File: config.mk
export PLATFORM = sky130hd
export DESIGN_NAME = four_level_page_table_walker_unit
export DESIGN_NICKNAME = d
export VERILOG_FILES = /design/src/rtl/core/flptw_pkg.sv /design/src/rtl/core/flptw_step.sv /design/src/rtl/core/flptw_ofifo.sv /design/src/rtl/core/four_level_page_table_walker_unit.sv
export SDC_FILE = /design/constraint.sdc
export NUM_CORES = 1
export LEC_CHECK = 0
export BUFFER_PORTS_ARGS = -buffer_cell sky130_fd_sc_hd__buf_2
export CAP_MARGIN = 30
export CORE_MARGIN = 2
export CORE_UTILIZATION = 52
export DETAILED_ROUTE_END_ITERATION = 6
export GPL_TIMING_DRIVEN = 0
export MAX_ROUTING_LAYER = met4
export PLACE_DENSITY_LB_ADDON = 0.1
export SYNTH_ARGS = -nofsm -noshare
export SYNTH_HDL_FRONTEND = slang
export SYNTH_SLANG_ARGS = --single-unit
File: constraint.sdc
create_clock -name clk -period 3.1 [get_ports clk]
set_clock_uncertainty 0.1 [all_clocks]
set_input_delay 0.62 -clock clk [delete_from_list [all_inputs] [get_ports clk]]
set_output_delay 0.62 -clock clk [all_outputs]
set_load 0.005 [all_outputs]
File: src/rtl/core/flptw_pkg.sv
// Shared types, codes and helpers for the four-level page table walker.
// No dependencies; every other file of the walker imports this package.
`default_nettype none

package flptw_pkg;

	localparam int unsigned PHYS_ADDR_BITS_DEF = 52;
	localparam int unsigned ADDR_W  = 52;
	localparam int unsigned VIRT_W  = 48;
	localparam int unsigned FRAME_W = 40;
	localparam int unsigned DATA_W  = 64;
	localparam int unsigned LEVEL_W = 2;
	localparam int unsigned IDX_W   = 9;
	localparam int unsigned OFFS_W  = 12;

	localparam int unsigned OFIFO_DEPTH = 4;
	localparam int unsigned OFIFO_PTR_W = $clog2(OFIFO_DEPTH);
	localparam int unsigned OFIFO_CNT_W = $clog2(OFIFO_DEPTH + 1);

	localparam logic [LEVEL_W-1:0] LEAF_LEVEL = 2'd3;

	typedef enum logic [1:0] {
		REQ_TRANSLATE = 2'd0,
		REQ_UNMAP     = 2'd1,
		REQ_RESPONSE  = 2'd2,
		REQ_RESERVED  = 2'd3
	} req_type_t;

	typedef enum logic [1:0] {
		KIND_READ       = 2'd0,
		KIND_WRITE_ZERO = 2'd1,
		KIND_DONE       = 2'd2,
		KIND_UNUSED     = 2'd3
	} kind_t;

	typedef enum logic [1:0] {
		ST_OK         = 2'd0,
		ST_NOT_MAPPED = 2'd1,
		ST_MISALIGNED = 2'd2,
		ST_BUSY       = 2'd3
	} status_t;

	// Walk context carried from one memory response to the next.
	typedef struct packed {
		logic                  active;
		logic                  unmap;
		logic [LEVEL_W-1:0]    level;
		logic [VIRT_W-1:0]     virt;
		logic [FRAME_W-1:0]    frame;
	} walk_state_t;

	// One result transaction as it sits in the output queue.
	typedef struct packed {
		kind_t             kind;
		logic [ADDR_W-1:0] mem_addr;
		logic [ADDR_W-1:0] phys_addr;
		status_t           status;
		logic              last;
	} result_t;

	// Table index of a virtual address at a given level (0 is the top level).
	function automatic logic [IDX_W-1:0] level_index(input logic [LEVEL_W-1:0] level,
			input logic [VIRT_W-1:0] va);
		logic [IDX_W-1:0] idx;
		case (level)
			2'd0:    idx = va[47:39];
			2'd1:    idx = va[38:30];
			2'd2:    idx = va[29:21];
			default: idx = va[20:12];
		endcase
		return idx;
	endfunction

endpackage

`default_nettype wire

File: src/rtl/core/flptw_step.sv
// Combinational walk step: one request or response against the walk context.
// Depends on flptw_pkg for the context, result types and codes.
`default_nettype none

module flptw_step #(
	parameter int unsigned PHYS_ADDR_BITS = flptw_pkg::PHYS_ADDR_BITS_DEF
) (
	input  flptw_pkg::req_type_t                 req,
	input  logic [flptw_pkg::VIRT_W-1:0]         virt_addr,
	input  logic [flptw_pkg::DATA_W-1:0]         read_data,
	input  logic [flptw_pkg::FRAME_W-1:0]        root_frame,
	input  flptw_pkg::walk_state_t               cur,
	output flptw_pkg::walk_state_t               nxt,
	output logic [1:0]                           n_res,
	output flptw_pkg::result_t                   res0,
	output flptw_pkg::result_t                   res1
);
	import flptw_pkg::*;

	localparam logic [ADDR_W-1:0] AllMask  = {ADDR_W{1'b1}} >> (ADDR_W - PHYS_ADDR_BITS);
	localparam logic [ADDR_W-1:0] AddrMask = AllMask & ~{{(ADDR_W-OFFS_W){1'b0}},
		{OFFS_W{1'b1}}};

	function automatic logic [ADDR_W-1:0] entry_addr(input logic [FRAME_W-1:0] frame,
			input logic [LEVEL_W-1:0] level, input logic [VIRT_W-1:0] va);
		return ({frame, {OFFS_W{1'b0}}} |
			{{(ADDR_W-IDX_W-3){1'b0}}, level_index(level, va), 3'b000}) & AllMask;
	endfunction

	logic [ADDR_W-1:0]  entry_masked;
	logic [LEVEL_W-1:0] level_inc;

	assign entry_masked = read_data[ADDR_W-1:0] & AddrMask;
	assign level_inc    = cur.level + 2'd1;

	always_comb begin
		nxt   = cur;
		n_res = 2'd0;
		res0  = '0;
		res1  = '0;
		case (req)
			REQ_TRANSLATE, REQ_UNMAP: begin
				n_res     = 2'd1;
				res0.last = 1'b1;
				if (cur.active) begin
					res0.kind   = KIND_DONE;
					res0.status = ST_BUSY;
				end else if (req == REQ_UNMAP && virt_addr[OFFS_W-1:0] != '0) begin
					res0.kind   = KIND_DONE;
					res0.status = ST_MISALIGNED;
				end else begin
					nxt.active    = 1'b1;
					nxt.unmap     = (req == REQ_UNMAP);
					nxt.level     = '0;
					nxt.virt      = virt_addr;
					nxt.frame     = root_frame;
					res0.kind     = KIND_READ;
					res0.mem_addr = entry_addr(root_frame, '0, virt_addr);
				end
			end
			REQ_RESPONSE: begin
				if (cur.active) begin
					n_res     = 2'd1;
					res0.last = 1'b1;
					if (!read_data[0]) begin
						nxt.active  = 1'b0;
						res0.kind   = KIND_DONE;
						res0.status = cur.unmap ? ST_OK : ST_NOT_MAPPED;
					end else if (cur.level == LEAF_LEVEL) begin
						nxt.active     = 1'b0;
						res0.kind      = KIND_DONE;
						res0.phys_addr = entry_masked |
							{{(ADDR_W-OFFS_W){1'b0}}, cur.virt[OFFS_W-1:0]};
					end else begin
						nxt.frame = entry_masked[ADDR_W-1:OFFS_W];
						nxt.level = level_inc;
						if (cur.unmap && level_inc == LEAF_LEVEL) begin
							// Leaf entry is cleared without being read.
							nxt.active    = 1'b0;
							n_res         = 2'd2;
							res0.kind     = KIND_WRITE_ZERO;
							res0.mem_addr = entry_addr(entry_masked[ADDR_W-1:OFFS_W],
								LEAF_LEVEL, cur.virt);
							res0.last     = 1'b0;
							res1.kind     = KIND_DONE;
							res1.status   = ST_OK;
							res1.last     = 1'b1;
						end else begin
							res0.kind     = KIND_READ;
							res0.mem_addr = entry_addr(entry_masked[ADDR_W-1:OFFS_W],
								level_inc, cur.virt);
						end
					end
				end
			end
			default: begin
				n_res = 2'd0;
			end
		endcase
	end

endmodule

`default_nettype wire

File: src/rtl/core/flptw_ofifo.sv
// Small output queue taking up to two results per cycle and giving one while the reader is ready.
// Depends on flptw_pkg for the result type and queue sizing.
`default_nettype none

module flptw_ofifo (
	input  logic                 clk,
	input  logic                 arst_n,
	input  logic [1:0]           n_push,
	input  flptw_pkg::result_t   push0,
	input  flptw_pkg::result_t   push1,
	output logic                 room_for_two,
	output logic                 out_valid,
	input  logic                 out_ready,
	output flptw_pkg::result_t   out_res
);
	import flptw_pkg::*;

	result_t                  entry_q [OFIFO_DEPTH];
	logic [OFIFO_PTR_W-1:0]   wr_q;
	logic [OFIFO_PTR_W-1:0]   rd_q;
	logic [OFIFO_CNT_W-1:0]   count_q;
	logic                     pop;
	logic [OFIFO_PTR_W-1:0]   wr_next1;

	assign out_valid    = (count_q != '0);
	assign out_res      = entry_q[rd_q];
	assign pop          = out_valid && out_ready;
	assign room_for_two = (count_q <= OFIFO_CNT_W'(OFIFO_DEPTH - 2));
	assign wr_next1     = wr_q + OFIFO_PTR_W'(1);

	always_ff @(posedge clk) begin
		if (n_push != 2'd0) begin
			entry_q[wr_q] <= push0;
		end
		if (n_push == 2'd2) begin
			entry_q[wr_next1] <= push1;
		end
	end

	always_ff @(posedge clk or negedge arst_n) begin
		if (!arst_n) begin
			wr_q    <= '0;
			rd_q    <= '0;
			count_q <= '0;
		end else begin
			wr_q    <= wr_q + OFIFO_PTR_W'(n_push);
			rd_q    <= rd_q + OFIFO_PTR_W'(pop);
			count_q <= count_q + OFIFO_CNT_W'(n_push) - OFIFO_CNT_W'(pop);
		end
	end

endmodule

`default_nettype wire

File: src/rtl/core/four_level_page_table_walker_unit.sv
// Four-level page table walker: input register, walk step and output queue.
// Depends on flptw_pkg, flptw_step and flptw_ofifo.
//
// The walker takes translate and unmap requests and the memory's read responses on one
// input stream and emits entry read requests, write-zero commands and completion
// transactions on one output stream. An input transaction is captured in a single input
// register; it is checked against the walk context by short combinational logic, and
// when consumed its one or two results enter a four-deep output queue, from which they
// are offered. A new transaction can be accepted every cycle, so the sustained rate is
// one input per clock; the limit is the output queue, which drains one result per cycle
// while the reader is ready and needs room for two results before the input register
// may advance (an unmap that reaches the leaf yields two). Requests that arrive while a
// walk is in progress complete at once with busy status and leave the walk untouched;
// responses that arrive with no walk in progress, and the reserved request code, are
// dropped without result. The root table frame may be written only while the walker is
// idle with no results outstanding; the configuration channel is always ready.
`default_nettype none

module four_level_page_table_walker_unit #(
	parameter int unsigned PHYS_ADDR_BITS = flptw_pkg::PHYS_ADDR_BITS_DEF
) (
	input  logic          clk,
	input  logic          arst_n,
	// Configuration write channel: root table frame, physical address bits 51 to 12.
	input  logic          cfg_valid,
	output logic          cfg_ready,
	input  logic [39:0]   cfg_data,
	// Input stream.
	input  logic          s_tvalid,
	output logic          s_tready,
	input  logic [111:0]  s_tdata,   // [47:0] virt_addr, [111:48] read_data
	input  logic [1:0]    s_tuser,   // [1:0] req_type
	// Output stream.
	output logic          m_tvalid,
	input  logic          m_tready,
	output logic [111:0]  m_tdata,   // [51:0] mem_addr, [103:52] phys_addr,
	                                 // [105:104] status, [111:106] zero
	output logic [1:0]    m_tuser,   // [1:0] kind
	output logic          m_tlast    // last result of an input transaction
);
	import flptw_pkg::*;

	logic [FRAME_W-1:0] root_frame_q;

	logic               valid_s1;
	req_type_t          req_s1;
	logic [VIRT_W-1:0]  virt_s1;
	logic [DATA_W-1:0]  data_s1;

	walk_state_t        walk_q;
	walk_state_t        walk_next;
	logic [1:0]         n_res;
	result_t            res0;
	result_t            res1;
	result_t            head;
	logic               room_for_two;
	logic               fire_s1;
	logic               s_accept;

	assign cfg_ready = 1'b1;

	// The held transaction is processed once the queue can take both possible results.
	assign fire_s1  = valid_s1 && room_for_two;
	assign s_tready = !valid_s1 || fire_s1;
	assign s_accept = s_tvalid && s_tready;

	always_ff @(posedge clk or negedge arst_n) begin
		if (!arst_n) begin
			root_frame_q <= '0;
		end else if (cfg_valid && cfg_ready) begin
			root_frame_q <= cfg_data;
		end
	end

	// Input register: the valid flag is control, the payload needs no reset.
	always_ff @(posedge clk or negedge arst_n) begin
		if (!arst_n) begin
			valid_s1 <= 1'b0;
		end else if (s_tready) begin
			valid_s1 <= s_tvalid;
		end
	end

	always_ff @(posedge clk) begin
		if (s_accept) begin
			req_s1  <= req_type_t'(s_tuser);
			virt_s1 <= s_tdata[VIRT_W-1:0];
			data_s1 <= s_tdata[VIRT_W+DATA_W-1:VIRT_W];
		end
	end

	// Walk context is updated only when the held transaction is consumed.
	always_ff @(posedge clk or negedge arst_n) begin
		if (!arst_n) begin
			walk_q <= '0;
		end else if (fire_s1) begin
			walk_q <= walk_next;
		end
	end

	flptw_step #(
		.PHYS_ADDR_BITS(PHYS_ADDR_BITS)
	) u_step (
		.req        (req_s1),
		.virt_addr  (virt_s1),
		.read_data  (data_s1),
		.root_frame (root_frame_q),
		.cur        (walk_q),
		.nxt        (walk_next),
		.n_res      (n_res),
		.res0       (res0),
		.res1       (res1)
	);

	flptw_ofifo u_ofifo (
		.clk          (clk),
		.arst_n       (arst_n),
		.n_push       (fire_s1 ? n_res : 2'd0),
		.push0        (res0),
		.push1        (res1),
		.room_for_two (room_for_two),
		.out_valid    (m_tvalid),
		.out_ready    (m_tready),
		.out_res      (head)
	);

	assign m_tdata = {6'b0, head.status, head.phys_addr, head.mem_addr};
	assign m_tuser = head.kind;
	assign m_tlast = head.last;

endmodule

`default_nettype wire
==> parameters.txt, run 1 <==
Parameter                              Value

Global route
  Antenna violations before repair ... 0
  Maximum number of pins on one net before global-route repair ... 58
  First-pass GRT wire length ... 102000 um
  Number of global-route vias before repair ... 17000
  Grt total ovfl ... 0
  Total Routing Usage GR ... 29.4%

Pwr
  IR drop worst, VDD ... 574 uV
  Power per cell area ... 938 nW/um^2
  Leakage power of the design ... 0.0106 uW

Worst setup path
  Critical path start-end classification ... register to output port
  Kind of end point of the critical path ... output port
  Crit Path Max Fanout ... 10
  Arrival time at the worst endpoint ... 2.33 ns
  Worst setup path startpoint ... u_ofifo.rd_q[1]$_DFF_PN0_
  Count of buffer and inverter cells on the critical path ... 3
  Cell chain of the critical path ... clkbuf_4 -> clkbuf_4 -> mux4_2 -> buf_2
  Reg-to-reg critical path startpoint ... req_s1[0]$_DFFE_PP_
  Sort of element at the start of the critical path ... register
  Cell with the most instances on the worst path ... clkbuf_4
  Crit-path leading delay family ... buffers and inverters
  Required time at the endpoint of the critical path ... 2.38 ns
  Peak per-stage delay on the critical path ... 0.53 ns
  Crit-path slowest cell ... dfrtp_2

CTS
  Buffers from clock root to sink, at most ... 3
  Num Clock Sinks ... 615
  Clk_lat worst skew ... 0.60 ns
  CTS tree ... done
  Max H-tree Level ... 3
  Root Driver ... clkbuf_16
  Clock transition at the register clock pins on the worst setup and hold paths after CTS ... 0.06 ns
  Post-CTS Setup Bufs ... 0
  TritonCTS buffer count ... 67

Layout
  Number of standard cells in the layout, taps in and fillers out ... 2628
  Diode insertion count for antenna repair ... 0
  Final-stage net count ... 2146
  Fraction of layout cells with a size suffix above 1 ... 30.7%
  Post-route design area ... 28100 um^2
  Area overhead of the layout relative to synthesis ... 19.2%

Placed design
  Post-DP HPWL ... 46000 um
  Number of port buffers ... 242
  Final weighted congestion of routability-driven global placement ... 0.857
  Cell Area, Placed ... 25700 um^2
  Post-Place Cells ... 2506

Yosys
  Most numerous cell in the Yosys netlist ... dfxtp_1
  Prevailing post-synth register cell ... dfxtp_1
  Register bit total from synthesis ... 615
  Post-synth EDFFs ... 99
  Sequential fraction of the synthesis area ... 58.5%
  Cell area after technology mapping ... 23600 um^2
  Yosys cell types ... 57
  Top-area cell type share of the netlist area ... 35.3%
  Most area-hungry cell type in the Yosys netlist ... dfxtp_1
  Syn. warnings ... 0
  Gate count of the mapped netlist ... 1648
  Dominant cells by area after synthesis ... dfxtp_1, edfxtp_1, dfrtp_1
  Mean instance size in the synthesized netlist ... 14.3 um^2
  Commonest cells in the synthesized netlist ... dfxtp_1, a32o_1, o2bb2ai_1
  Fraction of synthesis flops using an asynchronous set or reset pin ... 16.3%

Hold path
  Hold WC Path Type ... input pin to register
  Hold Startpoint ... s_tdata[60]

Routing
  Count of TritonRoute iterations in the first routing pass ... 6
  Total number of vias ... 16700
  Post-route antenna net violation count ... 0
  Post-detailed-route wirelength per cell ... 25.5 um
  Post-detailed-route DRC marker count ... 0
  Routed WL ... 67000 um
  Vias per cell ... 6.36
  Number of DRC violations after detailed-routing iteration 0 ... 1551

STA
  Share of the cycle needed by the critical path after routing ... 98.3%
  Final setup violating endpoints ... 0
  Highest attainable clock frequency ... 0.328 GHz
  Max-slew headroom at the worst pin ... 40.5%
  Count of final hold-check violations ... 0
  Fin Setup TNS ... 0 ns
  Transition time of the tightest slew-check pin ... 0.887 ns
  Count of final max-slew check failures ... 0
  Unrepaired setup endpoints after global routing ... false
  Worst-case hold slack ... 0.0950 ns
  Final critical path time including I/O delays and setup ... 3.05 ns

Die
  DIE HEIGHT ... 217 um
  Initial core utilization ... 52.4%
  I/O pin count ... 277
  Core Box Area ... 45100 um^2
  Die width ... 217 um
  Number of rows created at floorplan ... 78
  Overall die area ... 47100 um^2

Status
  Outcome ... finished, final reports clean

Run
  Number of max-capacitance violations reported ... 0
state kept, by name, summed over array words and instances, names as in the netlist:
signal           count
u_ofifo.entry_q    424
walk_q              52
virt_s1             48
data_s1             41
root_frame_q        40
u_ofifo.count_q      3
req_s1               2
u_ofifo.rd_q         2
u_ofifo.wr_q         2
valid_s1             1
power breakdown:
part	internal, uW	switching (uW)
Sequential	10000	1190
Clock	4850	3170
Combinational	3270	3890
path summary, 6_finish.rpt:
kind / endpoint / slack, ns / cells after the start
worst min-delay path: data_s1[12]$_DFFE_PP_ / 0.09 / 1
worst min register to register: u_ofifo.entry_q[2][58]$_SDFFE_PP0P_ / 0.36 / 1
worst max register to register: u_ofifo.entry_q[1][93]$_SDFFE_PP0P_ / 0.09 / 8
worst max-delay path: m_tdata[10] / 0.05 / 4
max in group asynchronous: root_frame_q[16]$_DFFE_PN0P_ / 1.73 / 3
min in group asynchronous: walk_q[62]$_DFFE_PN0P_ / 0.43 / 2
routing by layer:
layer	vias up	global-route usage (%)	part of all wire (%)
met5	-	-	0
met4	0	9.68	2.9
met3	126	4.54	6.2
met2	623	45.9	48
met1	8610	39.6	43
li1	7358	-	-
logic make-up (layout without fill, tap and decap cells):
logic type               after synthesis  after routing  synth area share (%)
flip-flops                           615            615                  58.5
AO/OA/AOI/OAI                        506            506                  19.6
multiplexers                         205            205                  14.8
buffers and inverters                203            575                  3.54
AND/OR/NAND/NOR                      100            100                  2.69
adder cells (fa/ha/maj)               12             12                 0.668
XOR/XNOR                               5              5                 0.185
other                                  2             10                0.0318
metrics by stage:
step / power (uW) / setup WS [ns] / util [%]
floorplan: 15700 / 0.432 / -
finish: 26400 / 0.0536 / 62.4
global route: 27600 / 0.00827 / 62.4
detailed placement: 18300 / -0.459 / 57.0
global placement: 18100 / -0.523 / 56.8
CTS: 26500 / -0.0211 / 62.3
cell usage in the layout, fill, tap and decap left out, types with 4 or more instances in the layout:
cell type  instances
mux2_2            80
clkbuf_16         73
o22ai_1            4
ha_1               9
buf_4             20
and2_1            54
mux2_1            10
buf_1             17
mux4_2           106
clkbuf_2          12
edfxtp_1          99
a21oi_1            8
dfrtp_1           98
nand2b_1           5
buf_8              5
clkinv_2           5
a32o_1           208
nor3_1             5
o21ai_0            6
inv_1             23
conb_1            10
buf_2            264
clkbuf_4           7
a22o_1             7
dfxtp_1          416
o2bb2ai_1        200
clkbuf_1         119
nand3_1            4
mux2i_1            9
a222oi_1           9
clkbuf_8          16
a221oi_1          49
cell type report:
type | instances | area (um^2)
inverters | 23 | 86.3
clock buffers | 109 | 2120
fillers | 3572 | 16900
well taps | 600 | 751
plain buffers | 179 | 870
flip-flops and latches | 615 | 13800
multi-input cells | 838 | 9050
clock inverters | 13 | 129
repair buffers | 251 | 1330
what timing repair did:
item / in CTS / in global routing
hold buffers: 1 / 0
endpoints found under the setup margin: 256 / 232
resized for setup: 71 / 35
hold endpoints to repair: 43 / 0
pin swaps: 0 / 1
(Power assumes the default switching activity.)
==> run 2: changes to the inputs <==
CORE_UTILIZATION = 55   (was 52)
SYNTH_HIERARCHICAL = 1   (was not set)
==> parameters.txt, run 2 <==
Parameter                              Value

Pwr
  Register share of total power ... 40.1% (-2.4 points)
  IR drop worst, VDD ... 733 uV (+28%)
  Leakage power of the design ... 0.0148 uW (+39%)
  Fraction of power spent switching nets ... 29.9% (-1.3 points)
  Total power after layout ... 28500 uW (+7.8%)
  NetSw ... 8520 uW (+3.3%)
  Clock Power Share ... 27.8% (-2.6 points)
  Internal Pwr Total ... 19900 uW (+9.8%)
  Logic gate share of total power ... 32.1% (+5.0 points)
  Power per cell area ... 773 nW/um^2 (-18%)

Die
  Initial core utilization ... 55.7% (+3.4 points)
  DIE HEIGHT ... 241 um (+11%)
  Overall die area ... 57900 um^2 (+23%)
  Die width ... 241 um (+11%)
  Core Box Area ... 55200 um^2 (+22%)
  I/O pin count ... 277 (unchanged)
  Number of rows created at floorplan ... 86 (+10%)

STA
  Fin Setup TNS ... 0 ns (unchanged)
  Highest attainable clock frequency ... 0.325 GHz (-1.1%)
  Final setup violating endpoints ... 0 (unchanged)
  Share of the cycle needed by the critical path after routing ... 99.3% (+1.0 points)
  Unrepaired setup endpoints after global routing ... true
  Worst-case hold slack ... 0.100 ns (+0.00527 ns)
  Count of final max-slew check failures ... 0 (unchanged)
  Count of final hold-check violations ... 0 (unchanged)
  Final critical path time including I/O delays and setup ... 3.08 ns (+0.0323 ns)
  Transition time of the tightest slew-check pin ... 0.813 ns (-0.0744 ns)
  Setup ws final ... 0.0213 ns (-0.0323 ns)
  Max-slew headroom at the worst pin ... 45.4% (+4.9 points)

Layout
  Biggest registers after layout ... u_ofifo/entry_q: 436 flops, virt_s1: 48 flops, walk_q: 43 flops
  Max reg flops ... 436 (+2.8%)
  Area overhead of the layout relative to synthesis ... 19.6%
  Post-route design area ... 36800 um^2 (+31%)
  Fill cells ... 3967 (+11%)
  Register bank with the most flops ... u_ofifo/entry_q
  Leading cell types in the layout, fill and taps excluded ... edfxtp_1, mux2_2, buf_2, buf_4, conb_1
  Most common cell after layout, fill and taps aside ... edfxtp_1
  Fraction of layout cells with a size suffix above 1 ... 50.4% (+20 points)
  Final-stage net count ... 2518 (+17%)

Placed design
  Post-DP HPWL ... 52400 um (+14%)
  Final weighted congestion of routability-driven global placement ... 0.823 (-4.0%)
  Cell Area, Placed ... 34000 um^2 (+32%)
  Worst setup slack after placement ... -0.751 ns (-0.292 ns)
  Number of port buffers ... 245 (+1.2%)

Global route
  Total Routing Usage GR ... 27.8% (-1.6 points)
  Antenna violations before repair ... 4 (+4)
  Number of global-route vias before repair ... 18300 (+7.8%)
  Maximum number of pins on one net before global-route repair ... 61 (+5.2%)
  Most Crowded Layer GR ... met2
  Global-route track usage on met3 ... 5.25% (+0.71 points)
  Grt total ovfl ... 0 (unchanged)
  Met1 global-route usage ... 35.5% (-4.1 points)
  First-pass GRT wire length ... 113000 um (+11%)
  Global-route track usage on met2 ... 45.4% (-0.45 points)

Status
  Outcome ... finished, final reports clean

Worst setup path
  Kind of end point of the critical path ... register
  Critical path start-end classification ... register to register
  Sort of element at the start of the critical path ... register
  Crit-path slowest cell ... edfxtp_1
  Peak per-stage delay on the critical path ... 0.35 ns (-0.18 ns)
  Reg-to-reg critical path startpoint ... req_s1[1]$_DFFE_PP_
  Arrival time at the worst endpoint ... 3.31 ns (+0.98 ns)
  Worst setup path startpoint ... req_s1[1]$_DFFE_PP_
  Cell chain of the critical path ... clkbuf_8 -> nor2b_4 -> clkbuf_8 -> and3_4 -> and4b_2 -> and3_4 -> buf_6 -> nor4bb_4 -> buf_6 -> buf_12 -> buf_12 -> mux2_4
  Path depth of the worst reg2reg path ... 12 (+4)
  Termination of the worst setup path ... u_ofifo/entry_q[3][107]$_DFFE_PP_
  Crit Path Max Fanout ... 10 (unchanged)
  Required time at the endpoint of the critical path ... 3.33 ns (+0.95 ns)
  Endpoint of the most critical register-to-register path ... u_ofifo/entry_q[3][107]$_DFFE_PP_
  Register-to-register setup slack ... 0.02 ns (-0.07 ns)

Routing
  Number of DRC violations after detailed-routing iteration 0 ... 1260 (-19%)
  Post-route antenna net violation count ... 0 (unchanged)
  Total number of vias ... 17700 (+6.0%)
  Vias per cell ... 5.60 (-12%)
  Count of TritonRoute iterations in the first routing pass ... 7 (+1)
  Routed WL ... 77300 um (+15%)
  Post-detailed-route DRC marker count ... 0 (unchanged)
  Post-detailed-route wirelength per cell ... 24.4 um (-4.2%)

Yosys
  Gate count of the mapped netlist ... 1862 (+13%)
  Syn. warnings ... 6 (+6)
  Mean instance size in the synthesized netlist ... 16.5 um^2 (+15%)
  Cell area after technology mapping ... 30800 um^2 (+30%)

CTS
  Clk_lat worst skew ... 0.59 ns (about the same)
  TritonCTS buffer count ... 69 (+3.0%)
  Clock transition at the register clock pins on the worst setup and hold paths after CTS ... 0.06 ns (about the same)
  Root Driver ... clkbuf_16
  Buffers from clock root to sink, at most ... 3 (unchanged)
  Max H-tree Level ... 3 (unchanged)
  Num Clock Sinks ... 618 (+0.49%)
  CTS tree ... done

Run
  Number of max-capacitance violations reported ... 0 (unchanged)

Hold path
  Hold WC Path Type ... input pin to register
## run 2: worst max-delay path, delay by kind of cell (launching register included)
family                 cells  cell delay (ns)
buffers and inverters      6             0.98
muxes                      1             0.30
DFF                        1             0.35
and+or+nand+nor            5             1.08
## run 2: cell type report
| cell class | count | area [um^2] | area share (%) |
|---|---|---|---|
| Sequential cell | 618 | 18100 | 49.2 |
| Clock buffer | 93 | 1950 | 5.30 |
| Timing Repair Buffer | 310 | 2230 | 6.07 |
| Tap cell | 748 | 936 | 2.54 |
| Clock inverter | 35 | 239 | 0.650 |
| Multi-Input combinational cell | 1065 | 11200 | 30.5 |
| Inverter | 47 | 176 | 0.479 |
| Buffer | 244 | 1930 | 5.25 |
| Antenna cell | 2 | 5.00 | 0.0136 |
## run 2: metal layers
layer / part of all wire (%) / vias up / wire length [um]
li1: - / 8003 / -
met3: 6.3 / 111 / 4890
met2: 50 / 558 / 38900
met5: 0 / - / 0
met4: 2.7 / 0 / 2100
met1: 41 / 9050 / 31400
## run 2: worst min path at each step
stage / startpoint / to / depth (start not counted)
after global placement: walk_q[91]$_DFFE_PN0P_ / walk_q[91]$_DFFE_PN0P_ / 1
after CTS: s_tdata[8] / virt_s1[8]$_DFFE_PP_ / 1
final: s_tdata[73] / data_s1[25]$_DFFE_PP_ / 1
after floorplan: arst_n / root_frame_q[0]$_DFFE_PN0P_ / 0
after global routing: s_tdata[6] / virt_s1[6]$_DFFE_PP_ / 1
after detailed placement: walk_q[88]$_DFFE_PN0P_ / walk_q[88]$_DFFE_PN0P_ / 1
## run 2: stage by stage
step / instances / util, %
after global routing: 3161 / 66.7
after detailed placement: 2993 / 61.6
after floorplan: 1976 / -
final: 3162 / 66.7
after global placement: 2969 / 60.6
after CTS: 3145 / 66.3
## run 2: power groups by stage
stage                     clock [uW]  combinational (uW)  sequential [uW]
after CTS                       8040                9200            11400
after global routing            8360                9780            11600
final                           7910                9130            11400
after detailed placement           0                8930            11500
after floorplan                    0                5660            11400
after global placement             0                8470            11600
## run 2: timing repair
item,in CTS,in global routing
setup endpoints to repair,797,612
gates cloned,4,2
hold buffers,1,0
resized for setup,30,36
pin swaps,3,2
hold endpoints to repair,31,0
setup buffers,19,19
==> run 3: changes to the inputs <==
BUFFER_PORTS_ARGS = -buffer_cell sky130_fd_sc_hd__buf_4   (was -buffer_cell sky130_fd_sc_hd__buf_2)
==> parameters.txt, run 3 (synthesized netlist as in run 2, its figures left out) <==
Parameter                              Value

Global route
  Total Routing Usage GR ... 27.6% (-0.20 points)
  Maximum number of pins on one net before global-route repair ... 61 (unchanged)
  Antenna violations before repair ... 3 (-1)
  Grt total ovfl ... 0 (unchanged)
  Number of global-route vias before repair ... 18400 (+0.49%)
  First-pass GRT wire length ... 113000 um (-0.41%)

Layout
  Fraction of layout cells with a size suffix above 1 ... 49.8% (-0.54 points)
  Fill cells ... 3836 (-3.3%)
  Area overhead of the layout relative to synthesis ... 21.2%
  Core Util, Final ... 67.5% (+0.89 points)
  Final-stage net count ... 2509 (-0.36%)
  Max reg flops ... 436 (unchanged)
  Register bank with the most flops ... u_ofifo/entry_q
  Biggest registers after layout ... u_ofifo/entry_q: 436 flops, virt_s1: 48 flops, walk_q: 43 flops
  Number of standard cells in the layout, taps in and fillers out ... 3149 (-0.41%)
  Leading cell types in the layout, fill and taps excluded ... edfxtp_1, buf_4, mux2_2, conb_1, mux4_2
  Most common cell after layout, fill and taps aside ... edfxtp_1

CTS
  Max H-tree Level ... 3 (unchanged)
  Num Clock Sinks ... 618 (unchanged)
  Clock transition at the register clock pins on the worst setup and hold paths after CTS ... 0.06 ns (about the same)
  Root Driver ... clkbuf_16
  Buffers from clock root to sink, at most ... 3 (unchanged)
  TritonCTS buffer count ... 68 (-1.4%)
  Clk_lat worst skew ... 0.60 ns (about the same)
  CTS tree ... done

Worst setup path
  Cell with the most instances on the worst path ... buf_4
  Required time at the endpoint of the critical path ... 2.38 ns (-0.95 ns)
  Cell chain of the critical path ... buf_4 -> buf_4 -> mux4_2 -> buf_4
  Sort of element at the start of the critical path ... register
  Critical path start-end classification ... register to output port
  Peak per-stage delay on the critical path ... 0.61 ns (+0.26 ns)
  Crit Path Max Fanout ... 10 (unchanged)
  Arrival time at the worst endpoint ... 2.34 ns (-0.97 ns)
  Crit-path slowest cell ... mux4_2
  Kind of end point of the critical path ... output port

Run
  Number of max-capacitance violations reported ... 0 (unchanged)

STA
  Final setup violating endpoints ... 0 (unchanged)
  Transition time of the tightest slew-check pin ... 0.830 ns (+0.0174 ns)
  Final critical path time including I/O delays and setup ... 3.06 ns (-0.0207 ns)
  Share of the cycle needed by the critical path after routing ... 98.6% (-0.67 points)
  Setup ws final ... 0.0419 ns (+0.0207 ns)
  Highest attainable clock frequency ... 0.327 GHz (+0.68%)
  Count of final hold-check violations ... 0 (unchanged)
  Max-slew headroom at the worst pin ... 44.7% (-0.75 points)
  Count of final max-slew check failures ... 0 (unchanged)
  Unrepaired setup endpoints after global routing ... true

Routing
  Post-detailed-route wirelength per cell ... 24.2 um (-0.85%)
  Vias per cell ... 5.57 (-0.65%)
  Total number of vias ... 17500 (-1.1%)
  Count of TritonRoute iterations in the first routing pass ... 5 (-2)
  Number of DRC violations after detailed-routing iteration 0 ... 1281 (+1.7%)
  Post-detailed-route DRC marker count ... 0 (unchanged)
  Routed WL ... 76300 um (-1.3%)
  Post-route antenna net violation count ... 0 (unchanged)

Die
  DIE HEIGHT ... 241 um (unchanged)
  Overall die area ... 57900 um^2 (unchanged)
  I/O pin count ... 277 (unchanged)
  Number of rows created at floorplan ... 86 (unchanged)
  Initial core utilization ... 55.7% (unchanged)
  Die width ... 241 um (unchanged)
  Core Box Area ... 55200 um^2 (unchanged)

Hold path
  Hold WC Path Type ... input pin to register

Status
  Outcome ... finished, final reports clean

Pwr
  IR drop worst, VDD ... 886 uV (+21%)
  Leakage power of the design ... 0.0149 uW (+0.91%)
  Power per cell area ... 776 nW/um^2 (+0.32%)

Placed design
  Final weighted congestion of routability-driven global placement ... 0.832 (+1.2%)
  Number of port buffers ... 245 (unchanged)
  Worst setup slack after placement ... -0.922 ns (-0.171 ns)
  Post-Place Cells ... 2992 (-0.033%)
  Post-DP HPWL ... 52400 um (about the same)
==> run 3: repair_timing <==
| item | 4_1_cts | 5_1_grt |
|---|---|---|
| pin swaps | 4 | 1 |
| gates cloned | 3 | 3 |
| endpoints found under the hold margin | 31 | 0 |
| hold buffers | 1 | 0 |
| buffers inserted | 24 | 4 |
| gates resized for setup | 37 | 21 |
| setup endpoints to repair | 842 | 305 |
==> run 3: layer usage <==
metal / GRT usage (%) / up-vias / wire length (um)
met5: - / - / 0
met4: 9.22 / 0 / 2490
met3: 5.92 / 141 / 4860
met2: 45.2 / 555 / 38000
met1: 34.4 / 8838 / 31000
li1: - / 8001 / -
==> run 3: area by class of cell <==
class                   count  area (um^2)  share of cell area, %
flip-flops and latches    618        18100                   48.6
multi-input cells        1066        11200                   30.1
repair buffers            301         2780                   7.44
clock buffers              97         1950                   5.24
plain buffers             244         1910                   5.13
well taps                 748          936                   2.51
clock inverters            25          194                  0.520
inverters                  47          176                  0.473
diodes                      3         7.51                 0.0201
==> run 3: final timing paths <==
path | startpoint | to | slack [ns] | cells after the start
max | u_ofifo/rd_q[0]$_DFF_PN0_ | m_tdata[3] | 0.04 | 4
min | s_tdata[28] | virt_s1[28]$_DFFE_PP_ | 0.09 | 1
max reg2reg | req_s1[1]$_DFFE_PP_ | u_ofifo/entry_q[2][39]$_DFFE_PP_ | 0.05 | 13
min reg2reg | walk_q[89]$_DFFE_PN0P_ | walk_q[89]$_DFFE_PN0P_ | 0.42 | 1
max in group asynchronous | arst_n | root_frame_q[36]$_DFFE_PN0P_ | 1.71 | 3
min in group asynchronous | arst_n | walk_q[75]$_DFFE_PN0P_ | 0.43 | 2
==> run 3: metrics by stage <==
stage               total power, uW  hold slack [ns]  cell area [um^2]  TNS (ns)
detailed placement            21000            0.393             34600   -216.26
global route                  30200           0.0592             37300    -0.494
global placement              20700            0.385             34100  -1174.53
finish                        28900           0.0888             37300         0
floorplan                     17000            0.224             31300   -279.49
CTS                           29100           0.0561             37100         0
==> run 3: where the power goes <==
group / internal (uW) / leakage, uW / switching [uW]
Combinational: 5040 / 0.00782 / 4650
Sequential: 10800 / 0.00604 / 617
Clock: 4630 / 0.00106 / 3200
Total: 20500 / 0.0149 / 8470
==> run 3: critical path, delay by kind of cell, from the launching register on <==
kind                   cells  cell delay (ns)
buffers and inverters      3             0.78
DFF                        1             0.35
muxes                      1             0.61
